--- src/hdl/olt_pkg.sv ---
// Shared types and codes for the ordered list table.
// Used by olt_ctrl, olt_datapath, ordered_list_table and olt_checker.
`default_nettype none

package olt_pkg;

  // Operation selected by the mode field of an input word
  typedef enum logic [2:0] {
    MD_APPEND = 3'd0,
    MD_READ   = 3'd1,
    MD_REMOVE = 3'd2,
    MD_FIND   = 3'd3,
    MD_PURGE  = 3'd4,
    MD_CLEAR  = 3'd5
  } mode_e;

  typedef enum logic [1:0] {
    ST_OK       = 2'd0,
    ST_FULL     = 2'd1,
    ST_RANGE    = 2'd2,
    ST_NOTFOUND = 2'd3
  } status_e;

  typedef enum logic [2:0] {
    S_IDLE,
    S_EXEC,
    S_RDWAIT,
    S_SCAN,
    S_DONE
  } state_e;

  // Where an operation goes after its first execute cycle
  typedef enum logic [1:0] {
    RT_DONE,
    RT_READ,
    RT_SCAN
  } route_e;

  typedef struct packed {
    logic [2:0]  mode;
    logic [5:0]  position;
    logic [31:0] value;
    logic [6:0]  max_removals;
  } in_word_t;

  typedef struct packed {
    logic [1:0]  status;
    logic [31:0] read_data;
    logic [5:0]  found_position;
    logic [6:0]  removed_count;
    logic [6:0]  list_length;
  } out_word_t;

  // Controller -> datapath
  typedef struct packed {
    logic latch;
    logic exec;
    logic rd_capture;
    logic scan_step;
    logic scan_end;
    logic load_out;
  } ctl_cmd_t;

  // Datapath -> controller
  typedef struct packed {
    route_e route;
    logic   scan_done;
  } dp_sts_t;

endpackage

`default_nettype wire

--- src/hdl/olt_ctrl.sv ---
// Sequencing state machine and output-word valid flag of the ordered list table.
// Depends on olt_pkg; drives olt_datapath through ctl_cmd_t.
`default_nettype none

module olt_ctrl
  import olt_pkg::*;
(
  input  logic     clk_i,
  input  logic     rst_ni,
  input  logic     in_valid_i,
  output logic     in_ready_o,
  output logic     out_valid_o,
  input  logic     out_ready_i,
  input  dp_sts_t  sts_i,
  output ctl_cmd_t cmd_o
);

  state_e state_q, state_d;
  logic   out_valid_q, out_valid_d;
  logic   slot_free;

  assign slot_free = !out_valid_q || out_ready_i;

  always_comb begin
    state_d = state_q;
    unique case (state_q)
      S_IDLE: begin
        if (in_valid_i) state_d = S_EXEC;
      end
      S_EXEC: begin
        unique case (sts_i.route)
          RT_READ: state_d = S_RDWAIT;
          RT_SCAN: state_d = S_SCAN;
          default: state_d = S_DONE;
        endcase
      end
      S_RDWAIT: state_d = S_DONE;
      S_SCAN: begin
        if (sts_i.scan_done) state_d = S_DONE;
      end
      S_DONE: begin
        if (slot_free) state_d = S_IDLE;
      end
      default: state_d = S_IDLE;
    endcase
  end

  always_comb begin
    in_ready_o         = (state_q == S_IDLE);
    cmd_o.latch        = (state_q == S_IDLE) && in_valid_i;
    cmd_o.exec         = (state_q == S_EXEC);
    cmd_o.rd_capture   = (state_q == S_RDWAIT);
    cmd_o.scan_step    = (state_q == S_SCAN);
    cmd_o.scan_end     = (state_q == S_SCAN) && sts_i.scan_done;
    cmd_o.load_out     = (state_q == S_DONE) && slot_free;
  end

  always_comb begin
    out_valid_d = out_valid_q;
    if (cmd_o.load_out) out_valid_d = 1'b1;
    else if (out_ready_i) out_valid_d = 1'b0;
  end

  assign out_valid_o = out_valid_q;

  always_ff @(posedge clk_i or negedge rst_ni) begin
    if (!rst_ni) begin
      state_q     <= S_IDLE;
      out_valid_q <= 1'b0;
    end else begin
      state_q     <= state_d;
      out_valid_q <= out_valid_d;
    end
  end

endmodule

`default_nettype wire

--- src/hdl/olt_datapath.sv ---
// Entry memory, length register, scan pointers and result registers.
// Depends on olt_pkg; commanded by olt_ctrl.
`default_nettype none

module olt_datapath
  import olt_pkg::*;
#(
  parameter int CAPACITY   = 64,
  parameter int ENTRY_BITS = 32
) (
  input  logic      clk_i,
  input  logic      rst_ni,
  input  in_word_t  in_data_i,
  input  ctl_cmd_t  cmd_i,
  output dp_sts_t   sts_o,
  output out_word_t out_data_o
);

  localparam int IW = $clog2(CAPACITY);
  localparam int CW = $clog2(CAPACITY + 1);
  localparam int XW = (CW > 6) ? CW : 6;
  localparam int VW = (ENTRY_BITS < 32) ? ENTRY_BITS : 32;

  logic [ENTRY_BITS-1:0] mem_q [CAPACITY];
  logic [ENTRY_BITS-1:0] rd_q;

  // command fields
  logic [2:0]  mode_q, mode_d;
  logic [5:0]  pos_q, pos_d;
  logic [31:0] val_q, val_d;
  logic [6:0]  max_q, max_d;

  logic [CW-1:0] count_q, count_d;
  logic [CW-1:0] r_q, r_d;
  logic [CW-1:0] w_q, w_d;
  logic [IW-1:0] pidx_q, pidx_d;
  logic          pend_q, pend_d;
  logic          first_q, first_d;
  logic          found_q, found_d;

  // result
  logic [1:0]  status_q, status_d;
  logic [31:0] rdata_q, rdata_d;
  logic [5:0]  fpos_q, fpos_d;
  logic [6:0]  removed_q, removed_d;
  out_word_t   out_q, out_d;

  logic                  mem_we, mem_re;
  logic [IW-1:0]         mem_wa, mem_ra;
  logic [ENTRY_BITS-1:0] mem_wd;
  logic [ENTRY_BITS-1:0] wr_val;
  logic [31:0]           rd_lo;
  logic [XW-1:0]         pos_ext;
  logic                  in_range, full, hit, drop;

  always_comb begin
    wr_val = '0;
    wr_val[VW-1:0] = val_q[VW-1:0];
    rd_lo = '0;
    rd_lo[VW-1:0] = rd_q[VW-1:0];
  end

  assign pos_ext  = XW'(pos_q);
  assign in_range = pos_ext < XW'(count_q);
  assign full     = count_q >= CW'(CAPACITY);
  assign hit      = (rd_q == wr_val);

  always_comb begin
    sts_o.route = RT_DONE;
    unique case (mode_q)
      MD_READ:   if (in_range) sts_o.route = RT_READ;
      MD_REMOVE: if (in_range) sts_o.route = RT_SCAN;
      MD_FIND:   sts_o.route = RT_SCAN;
      MD_PURGE:  sts_o.route = RT_SCAN;
      default:   sts_o.route = RT_DONE;
    endcase
  end

  assign sts_o.scan_done = (r_q >= count_q) && !pend_q;

  // remove at index drops the first entry scanned; remove matching drops hits up to the limit
  assign drop = (mode_q == MD_REMOVE) ? first_q : (hit && (removed_q < max_q));

  always_comb begin
    mode_d    = mode_q;
    pos_d     = pos_q;
    val_d     = val_q;
    max_d     = max_q;
    count_d   = count_q;
    r_d       = r_q;
    w_d       = w_q;
    pidx_d    = pidx_q;
    pend_d    = pend_q;
    first_d   = first_q;
    found_d   = found_q;
    status_d  = status_q;
    rdata_d   = rdata_q;
    fpos_d    = fpos_q;
    removed_d = removed_q;
    out_d     = out_q;
    mem_we    = 1'b0;
    mem_wa    = '0;
    mem_wd    = rd_q;
    mem_re    = 1'b0;
    mem_ra    = '0;

    if (cmd_i.latch) begin
      mode_d = in_data_i.mode;
      pos_d  = in_data_i.position;
      val_d  = in_data_i.value;
      max_d  = in_data_i.max_removals;
    end

    if (cmd_i.exec) begin
      status_d  = ST_OK;
      rdata_d   = '0;
      fpos_d    = '0;
      removed_d = '0;
      found_d   = 1'b0;
      first_d   = 1'b1;
      pend_d    = 1'b0;
      unique case (mode_q)
        MD_APPEND: begin
          if (full) begin
            status_d = ST_FULL;
          end else begin
            mem_we  = 1'b1;
            mem_wa  = count_q[IW-1:0];
            mem_wd  = wr_val;
            count_d = count_q + CW'(1);
          end
        end
        MD_READ: begin
          if (!in_range) begin
            status_d = ST_RANGE;
          end else begin
            mem_re = 1'b1;
            mem_ra = pos_ext[IW-1:0];
          end
        end
        MD_REMOVE: begin
          if (!in_range) begin
            status_d = ST_RANGE;
          end else begin
            r_d = pos_ext[CW-1:0];
            w_d = pos_ext[CW-1:0];
          end
        end
        MD_FIND: begin
          status_d = ST_NOTFOUND;
          r_d      = '0;
        end
        MD_PURGE: begin
          r_d = '0;
          w_d = '0;
        end
        MD_CLEAR: count_d = '0;
        default: ;
      endcase
    end

    if (cmd_i.rd_capture) rdata_d = rd_lo;

    if (cmd_i.scan_step) begin
      // issue the read of the next entry
      if (r_q < count_q) begin
        mem_re = 1'b1;
        mem_ra = r_q[IW-1:0];
        r_d    = r_q + CW'(1);
        pidx_d = r_q[IW-1:0];
        pend_d = 1'b1;
      end else begin
        pend_d = 1'b0;
      end
      // handle the entry read last cycle
      if (pend_q) begin
        first_d = 1'b0;
        if (mode_q == MD_FIND) begin
          if (hit && !found_q) begin
            found_d  = 1'b1;
            fpos_d   = 6'(pidx_q);
            status_d = ST_OK;
          end
        end else if (drop) begin
          if (mode_q == MD_PURGE) removed_d = removed_q + 7'd1;
        end else begin
          // compaction: write index never passes the read index
          mem_we = 1'b1;
          mem_wa = w_q[IW-1:0];
          mem_wd = rd_q;
          w_d    = w_q + CW'(1);
        end
      end
    end

    if (cmd_i.scan_end && ((mode_q == MD_REMOVE) || (mode_q == MD_PURGE))) begin
      count_d = w_q;
    end

    if (cmd_i.load_out) begin
      out_d.status         = status_q;
      out_d.read_data      = rdata_q;
      out_d.found_position = fpos_q;
      out_d.removed_count  = removed_q;
      out_d.list_length    = 7'(count_q);
    end
  end

  always_ff @(posedge clk_i) begin
    if (mem_we) mem_q[mem_wa] <= mem_wd;
    if (mem_re) rd_q <= mem_q[mem_ra];
  end

  always_ff @(posedge clk_i or negedge rst_ni) begin
    if (!rst_ni) begin
      count_q <= '0;
      pend_q  <= 1'b0;
    end else begin
      count_q <= count_d;
      pend_q  <= pend_d;
    end
  end

  always_ff @(posedge clk_i) begin
    mode_q    <= mode_d;
    pos_q     <= pos_d;
    val_q     <= val_d;
    max_q     <= max_d;
    r_q       <= r_d;
    w_q       <= w_d;
    pidx_q    <= pidx_d;
    first_q   <= first_d;
    found_q   <= found_d;
    status_q  <= status_d;
    rdata_q   <= rdata_d;
    fpos_q    <= fpos_d;
    removed_q <= removed_d;
    out_q     <= out_d;
  end

  assign out_data_o = out_q;

endmodule

`default_nettype wire

--- src/hdl/ordered_list_table.sv ---
// Ordered list table top level: olt_ctrl sequencer plus olt_datapath.
// Depends on olt_pkg, olt_ctrl and olt_datapath.
//
//  channel | valid      | ready       | word        | direction
//  --------+------------+-------------+-------------+----------
//  in      | in_valid_i | in_ready_o  | in_data_i   | into block
//  out     | out_valid_o| out_ready_i | out_data_o  | out of block
//
// One input word at a time; every word gives exactly one output word.
// Append, clear, unused modes and out-of-range requests go from execute
// straight to done; read at index waits in a read state for the entry
// memory; remove at index, find and remove matching scan from the index
// (or 0 for scans) to the end of the list, the entry memory doing one read
// and one write a cycle.
// Reset (async, active low) empties the list; entry memory is not cleared.
// A finished word sits in the output register while the next input word is
// taken; a stalled output only holds the block once the next result is ready.
`default_nettype none

module ordered_list_table
  import olt_pkg::*;
#(
  parameter int CAPACITY   = 64,
  parameter int ENTRY_BITS = 32
) (
  input  logic      clk_i,
  input  logic      rst_ni,
  input  logic      in_valid_i,
  output logic      in_ready_o,
  input  in_word_t  in_data_i,
  output logic      out_valid_o,
  input  logic      out_ready_i,
  output out_word_t out_data_o
);

  ctl_cmd_t cmd;
  dp_sts_t  sts;

  // sequencer: accept, execute, scan or read wait, then hand off a word
  olt_ctrl u_ctrl (
    .clk_i       (clk_i),
    .rst_ni      (rst_ni),
    .in_valid_i  (in_valid_i),
    .in_ready_o  (in_ready_o),
    .out_valid_o (out_valid_o),
    .out_ready_i (out_ready_i),
    .sts_i       (sts),
    .cmd_o       (cmd)
  );

  // storage and scan logic; removals compact the list in one pass
  olt_datapath #(
    .CAPACITY   (CAPACITY),
    .ENTRY_BITS (ENTRY_BITS)
  ) u_dp (
    .clk_i      (clk_i),
    .rst_ni     (rst_ni),
    .in_data_i  (in_data_i),
    .cmd_i      (cmd),
    .sts_o      (sts),
    .out_data_o (out_data_o)
  );

endmodule

`default_nettype wire

--- config.mk ---
export PLATFORM = sky130hd
export DESIGN_NAME = ordered_list_table
export DESIGN_NICKNAME = d
export VERILOG_FILES = /design/src/hdl/olt_pkg.sv /design/src/hdl/olt_ctrl.sv /design/src/hdl/olt_datapath.sv /design/src/hdl/ordered_list_table.sv
export SDC_FILE = /design/constraint.sdc
export NUM_CORES = 2
export LEC_CHECK = 0
export ABC_AREA = 1
export BUFFER_PORTS_ARGS = -buffer_cell sky130_fd_sc_hd__buf_2
export CELL_PAD_IN_SITES_DETAIL_PLACEMENT = 0
export CELL_PAD_IN_SITES_GLOBAL_PLACEMENT = 1
export CORE_UTILIZATION = 47
export DETAILED_ROUTE_END_ITERATION = 8
export GPL_TIMING_DRIVEN = 0
export PLACE_DENSITY_LB_ADDON = 0.25
export SLEW_MARGIN = 5
export SYNTH_ARGS = -nofsm -noshare
export SYNTH_HDL_FRONTEND = slang
export SYNTH_SLANG_ARGS = --single-unit
--- constraint.sdc ---
create_clock -name clk_i -period 4.2 [get_ports clk_i]
set_clock_uncertainty 0.15 [all_clocks]
set_input_delay 0.42 -clock clk_i [delete_from_list [all_inputs] [get_ports clk_i]]
set_output_delay 0.42 -clock clk_i [all_outputs]
set_load 0.02 [all_outputs]
-- Yosys cells after proc, flatten, opt, wreduce, memory -nomap -nowiden
Memories as Yosys holds them, arrays and structs flattened. A register that Yosys moved wholly into a read port is not among the register bits.
Index checks and enable logic that the tools add are counted.
- logic and storage cells: 164
- memory bits (writable): 2048
- bits in registers: 183
- output and inout bits: 56
- memories kept: 1
- multiplexer cells: 92
- reductions and logical operators: 24
- magnitude comparators: 5
- equal/unequal tests: 16
- add/sub/neg operators: 4
- memories (memory ; words ; bits a word ; read ports ; clocked after memory_dff ; wr ports ; line ; text):
    u_dp.mem_q ; 64 ; 32 ; 1 ; 1 ; 1 ; olt_datapath.sv:24 ; logic [ENTRY_BITS-1:0] mem_q [CAPACITY];
- operators by type and width (kind ; number):
    32-bit 2-to-1 mux ; 9
    7-bit 2-to-1 mux ; 19
    6-bit 2-to-1 mux ; 17
    7-bit case mux with 2 select lines ; 3
    32-bit == test ; 1
    1-bit 2-to-1 mux ; 30
    7-bit by 1-bit adder with 7-bit output, second input constant ; 4
    3-bit case mux with 5 select lines ; 1
    7-bit < comparator ; 2
    2-bit 2-to-1 mux ; 7
    3-bit by 2-bit == test with 1-bit output, second input constant ; 4
    2-bit case mux with 3 select lines ; 2
    3-bit == test, second input constant ; 3
    3-bit 2-to-1 mux ; 3
    2-bit nonzero test ; 4
    7-bit >= comparator ; 1
    7-bit >= comparator, second input constant ; 1
    1-bit logical AND ; 7
    6-bit by 7-bit < comparator with 1-bit output ; 1
    3-bit by 1-bit == test with 1-bit output, second input constant ; 2
    3-bit logical NOT ; 2
    3-bit case mux with 2 select lines ; 1
    3-bit AND reduction ; 2
    2-bit by 1-bit inequality test with 1-bit output, second input constant ; 2
    other kinds (9) ; 13

-- Longest topological paths before layout
- word-level depth: 10
- gate-level depth with buffers: 21
- depth with buffers taken out: 19

-- By module
Synthesis repeated with hierarchy kept, for this count alone.
- cell total of the unflattened synthesis: 8832
- area, all modules: 99320.3 µm²
- modules (own cells, without submodules) (module ; instances ; area each (µm²) ; cells an instance):
    olt_datapath ; 1 ; 99025.0 ; 8793
    olt_ctrl ; 1 ; 295.3 ; 39

-- Least setup slack after synthesis
OpenSTA, ideal clock, no wires.
- kind: reg2reg
- start: register u_ctrl.state_q[0]
- end: memory u_dp.mem_q[0][31] (data pin)
- stages on the path, launching flop included: 8
- buffers on the path: 2
- library setup time: 0.702 ns
- data required time: 3.348 ns
- setup slack: -0.391 ns
- period minus slack after synthesis: 4.591 ns
- arrival time: 3.740 ns
- cell sequence: dfrtp_1 inv_2 nor3_4 inv_1 nor3_2 clkbuf_1 clkbuf_1 o21ai_0
- cells in the longest elaborated chain, start to end: 6
- ends and longest elaborated chain (what ; line ; text):
    start: declaration ; olt_ctrl.sv:18 ; state_e state_q, state_d;
    start signal: assignment ; olt_ctrl.sv:71 ; state_q <= state_d;
    3-bit by 1-bit == test with 1-bit output ; olt_ctrl.sv:51 ; cmd_o.exec = (state_q == S_EXEC);
    32-bit 2-to-1 mux ; olt_datapath.sv:114 ; if (cmd_i.exec) begin
    32-bit 2-to-1 mux ; olt_datapath.sv:184 ; end else if (drop) begin
    32-bit 2-to-1 mux ; olt_datapath.sv:178 ; if (mode_q == MD_FIND) begin
    32-bit 2-to-1 mux ; olt_datapath.sv:176 ; if (pend_q) begin
    32-bit 2-to-1 mux * ; olt_datapath.sv:164 ; if (cmd_i.scan_step) begin
    named net u_dp.mem_wd[31] ; olt_datapath.sv:50 ; logic [ENTRY_BITS-1:0] mem_wd;
    end: declaration ; olt_datapath.sv:24 ;
The timed path passes the listed nets; every way through them passes the cells marked *.

-- Worst setup path after layout
- start: register u_dp.count_q[3]
- end: register u_dp.rd_q[0], in the netlist u_dp.rd_lo[0], read port of u_dp.mem_q (data pin)
- cells in the longest elaborated chain, start to end: 6
- ends and longest elaborated chain (what ; line ; text):
    start: declaration ; olt_datapath.sv:33 ; logic [CW-1:0] count_q, count_d;
    start signal: assignment ; olt_datapath.sv:219 ; count_q <= count_d;
    6-bit by 7-bit < comparator with 1-bit output ; olt_datapath.sv:64 ; assign in_range = pos_ext < XW'(count_q);
    6-bit 2-to-1 mux / 1-bit 2-to-1 mux (equally long branches) ; olt_datapath.sv:134 ; if (!in_range) begin
    6-bit 2-to-1 mux / 1-bit 2-to-1 mux (equally long branches) ; olt_datapath.sv:122 ; unique case (mode_q)
    6-bit 2-to-1 mux / 1-bit 2-to-1 mux (equally long branches) ; olt_datapath.sv:114 ;
    6-bit 2-to-1 mux / 1-bit 2-to-1 mux (equally long branches) ; olt_datapath.sv:166 ; if (r_q < count_q) begin
    6-bit 2-to-1 mux / 1-bit 2-to-1 mux (equally long branches) ; olt_datapath.sv:164 ;
    end: declaration ; olt_datapath.sv:25 ; logic [ENTRY_BITS-1:0] rd_q;
Several ways; a longest one is shown, not always the timed one.
A chain may end at the register's enable or synchronous reset.

==> results.rst <==
.. list-table::
   :header-rows: 1

   * - Metric
     - Value
   * - Result of the run
     - complete, but fails checks
   * - Violations in the final reports
     - setup timing
   * - Synth Warn #
     - 0
   * - Crit path max fanout
     - 10
   * - Pwr per Cell Area
     - slightly below 500 nW/µm²
   * - Post-Place Cells
     - ~12,000
   * - Clock root buffer master
     - sky130_fd_sc_hd__clkbuf_16
   * - Hold Violations, Final
     - 0
   * - Worst voltage drop across the vdd grid
     - roughly 420 µV
   * - Count of max-cap constraint violations
     - 0
   * - Classification of the worst setup path
     - reg -> reg
   * - Iteration-0 DRC Markers
     - slightly below 10,000
   * - Width of the die
     - roughly 460 µm
   * - Area Growth Syn to Fin
     - 19.64%
   * - Synth top area cells
     - sky130_fd_sc_hd__edfxtp_1, sky130_fd_sc_hd__nand3_1, sky130_fd_sc_hd__nand3b_1
   * - Dominant synthesized flop cell
     - sky130_fd_sc_hd__edfxtp_1
   * - Mapped Avg Cell Area
     - between 10 and 15 µm²
   * - Worst-margin pin slew
     - approximately 1.3 ns
   * - Number of synthesized flops with an enable pin
     - between 2,000 and 2,500
   * - Unique cell type count in the Yosys netlist
     - 45
   * - Number of buffers created by CTS
     - 231
   * - Total congestion overflow after global routing
     - 0
   * - Cell area after synthesis
     - 98,090 µm²
   * - Highest-count cells in the layout ignoring fill and taps
     - sky130_fd_sc_hd__edfxtp_1, sky130_fd_sc_hd__nand3_1, sky130_fd_sc_hd__nand2_1, sky130_fd_sc_hd__inv_1, sky130_fd_sc_hd__nand3b_1
   * - Total number of vias
     - 69,890
   * - Port bufs
     - approximately 110
   * - Total detailed-routing wirelength
     - 333,200 µm
   * - Worst slack after detailed placement
     - -1.554 ns
   * - Register bit count reported by yosys
     - 2,263
   * - Layout Nets
     - ~9,300
   * - Final cell count without fillers
     - 12,220
   * - Arrival time worst endpoint
     - about 4.7 ns
   * - Biggest area consumer among synthesized cells
     - sky130_fd_sc_hd__edfxtp_1
   * - Final Slew Violations
     - 0
   * - Max Root-Sink Buffers
     - 3
   * - Synth Instances
     - 8,599
   * - Mean number of vias per cell
     - ~5.7
   * - Class of the most critical hold timing path
     - in -> reg
   * - Number of setup violations in the final report
     - 2
   * - Power, Total
     - between 50 and 60 mW
   * - Post-route standard cell area excluding fillers
     - roughly 120,000 µm²
   * - DP HPWL
     - approximately 240,000 µm
   * - GPL Wtd Cong
     - around 1
   * - Avg WL per Cell
     - between 20 and 30 µm
   * - Fmax
     - 236.5 MHz
   * - Startpoint type of the worst setup path
     - flip-flop
   * - Count of pins on the block boundary
     - ~110
   * - Y dimension of the die
     - roughly 460 µm
   * - Layout cell share with drive strength beyond 1
     - ~15%
   * - Required time of the critical path
     - 4.67 ns
   * - Worst Slack Setup Final
     - -0.02801 ns
   * - Global Route Usage Sum
     - between 30% and 40%
   * - Minimum clock period after layout
     - 4.228 ns
   * - Std-Cell Core Area
     - around 210,000 µm²
   * - Remaining antenna violation count after routing
     - 0
   * - CTS tree
     - done
   * - Net count of the mapped netlist
     - 8,675
   * - Top-area cell type share of the netlist area
     - 67.96%
   * - Antenna violations before repair
     - 15
   * - Ys async rst share
     - 0.5303%
   * - Area of the die
     - 210,500 µm²
   * - Count of unresolved DRC violations after routing
     - 0
   * - Initial DRT Pass Iterations
     - 6
   * - Clock insertion delay at the later pin of the skew report
     - about 0.93 ns
   * - Largest net degree at the start of global routing
     - 42
   * - Critical path capture point type
     - flip-flop
   * - Post-route fraction of the period consumed by the critical path
     - 100.7%
   * - Filler Cells Inserted
     - approximately 17,000
   * - Site Rows
     - between 150 and 200
   * - Setup repair after global routing missed its margin
     - true
   * - Core Util, Final
     - a little under three fifths
   * - Most common library cell in the layout ignoring fill and taps
     - sky130_fd_sc_hd__edfxtp_1
   * - Share of the yosys chip area belonging to registers
     - 68.90%
   * - Max_slew headroom
     - between 15 and 20%
   * - Wire length of the first global-routing pass
     - roughly 470,000 µm
   * - Area of placed instances
     - about 110,000 µm²
   * - TritonCTS Sinks
     - around 2,300
   * - CTS clk-pin slew, worst paths
     - ~0.06 ns
   * - Pleak
     - ~46 nW
   * - Number of global-route vias before repair
     - 65,780
   * - Number of H-tree branching levels
     - 4
   * - Starting Density
     - about 47%
[worst max-delay path, stage by stage, from the launching register on]
cell	delay (ns)
sky130_fd_sc_hd__dfrtp_1	0.43
sky130_fd_sc_hd__inv_1	0.18
sky130_fd_sc_hd__ha_1	0.31
sky130_fd_sc_hd__nand2_1	0.04
sky130_fd_sc_hd__nor2_1	0.14
sky130_fd_sc_hd__nand2_1	0.15
sky130_fd_sc_hd__nand3_4	0.16
sky130_fd_sc_hd__buf_4	0.17
sky130_fd_sc_hd__nand2_8	0.13
sky130_fd_sc_hd__nand2_2	0.22
sky130_fd_sc_hd__clkbuf_4	0.45
sky130_fd_sc_hd__clkbuf_2	0.36
sky130_fd_sc_hd__nand3_1	0.12
sky130_fd_sc_hd__nand3_1	0.13
sky130_fd_sc_hd__nand3_1	0.24
sky130_fd_sc_hd__nand3_1	0.26
sky130_fd_sc_hd__nand2_1	0.21
[kinds of logic after synthesis]
| family | count (synthesis) | synth area share [%] |
|---|---|---|
| flip-flops | 2263 | 68.90 |
| AND/OR/NAND/NOR | 4346 | 22.31 |
| buffers and inverters | 1676 | 6.771 |
| AO/OA/AOI/OAI | 250 | 1.348 |
| adder cells (fa/ha/maj) | 24 | 0.3061 |
| XOR/XNOR | 40 | 0.3572 |
[registers in the layout, indices dropped and copies added (netlist names), 6 cells and up]
register         cells
u_dp.mem_q        2048
u_dp.out_data_o     54
u_dp.rd_lo          32
u_dp.rdata_q        32
u_dp.val_q          32
u_dp.count_q         7
u_dp.max_q           7
u_dp.r_q             7
u_dp.removed_q       7
u_dp.w_q             7
u_dp.fpos_q          6
u_dp.pidx_q          6
u_dp.pos_q           6
[path summary, 6_finish.rpt]
path	slack [ns]	start	depth (start not counted)	to
hold reg to reg	0.27	u_dp.rdata_q[28]	0	u_dp.out_data_o[48]
hold / removal	0.07	in_data_i[20]	2	u_dp.val_q[13]
min in group asynchronous	0.44	rst_ni	3	u_ctrl.state_q[0]
max in group asynchronous	3.05	rst_ni	3	u_dp.count_q[6]
setup reg to reg	-0.03	u_dp.count_q[3]	16	u_dp.rd_lo[0]
setup / recovery	-0.03	u_dp.count_q[3]	16	u_dp.rd_lo[0]
[metrics by stage]
stage          setup TNS [ns]  hold WS [ns]
5_1_grt                -5.510       0.05980
6_report             -0.02942       0.06624
3_5_place_dp         -1528.79        0.1661
2_1_floorplan          -75.16      -0.02559
3_3_place_gp                -        0.1628
4_1_cts              -0.05856       0.01110
[where the power goes]
part	internal [mW]	switching (mW)	total [mW]
clock	11.2	8.99	20.2
sequential	26.4	0.330	26.8
combinational	2.71	8.22	10.9
[per-layer routing]
metal	wire length, µm	GRT usage (%)	share of wire, %	vias to the layer above
met5	41	0	0.012	-
met4	15930	14.21	4.8	6
met3	36230	7.161	11	714
met2	147600	47.16	44	3875
met1	133500	43.23	40	34210
li1	-	-	-	31090
[repair_timing]
item                       in CTS  in global routing
hold buffers                   52                  0
pin swaps                      47                  7
hold endpoints to repair       79                  0
buffers inserted               75                 22
resized for setup             486                373
setup endpoints to repair    2312                710
[cells in the mapped netlist, types with 2 or more instances]
cell / count
sky130_fd_sc_hd__edfxtp_1: 2220
sky130_fd_sc_hd__nand3_1: 1903
sky130_fd_sc_hd__nand2_1: 1429
sky130_fd_sc_hd__inv_1: 1118
sky130_fd_sc_hd__nand3b_1: 796
sky130_fd_sc_hd__buf_2: 247
sky130_fd_sc_hd__clkbuf_1: 213
sky130_fd_sc_hd__nor2_1: 145
sky130_fd_sc_hd__o21ai_1: 110
sky130_fd_sc_hd__buf_1: 80
sky130_fd_sc_hd__o21ai_0: 77
sky130_fd_sc_hd__a21oi_1: 36
sky130_fd_sc_hd__dfxtp_1: 31
sky130_fd_sc_hd__or2_1: 30
sky130_fd_sc_hd__ha_1: 24
sky130_fd_sc_hd__xor2_1: 22
sky130_fd_sc_hd__xnor2_1: 18
sky130_fd_sc_hd__nor3_1: 17
sky130_fd_sc_hd__dfrtp_1: 12
sky130_fd_sc_hd__buf_4: 11
sky130_fd_sc_hd__nand4_1: 8
sky130_fd_sc_hd__inv_2: 7
sky130_fd_sc_hd__o221ai_1: 6
sky130_fd_sc_hd__nand2_2: 5
sky130_fd_sc_hd__o22ai_1: 4
sky130_fd_sc_hd__o31ai_1: 4
sky130_fd_sc_hd__a21boi_0: 3
sky130_fd_sc_hd__o211ai_1: 3
sky130_fd_sc_hd__nor3_2: 2
sky130_fd_sc_hd__nor4_1: 2
sky130_fd_sc_hd__or2_2: 2
[area by class of cell]
| cell class | instances | area [µm²] | area share [%] |
|---|---|---|---|
| Timing Repair Buffer | 391 | 5283 | 4.502 |
| Tap cell | 2788 | 3488 | 2.973 |
| Antenna cell | 12 | 30.03 | 0.02559 |
| Sequential cell | 2263 | 67590 | 57.59 |
| Clock inverter | 136 | 1242 | 1.059 |
| Buffer | 551 | 3531 | 3.009 |
| Clock buffer | 293 | 6065 | 5.168 |
| Multi-Input combinational cell | 4660 | 25890 | 22.07 |
| Inverter | 1125 | 4228 | 3.603 |
Note: power is estimated with default switching activity, not from simulation.
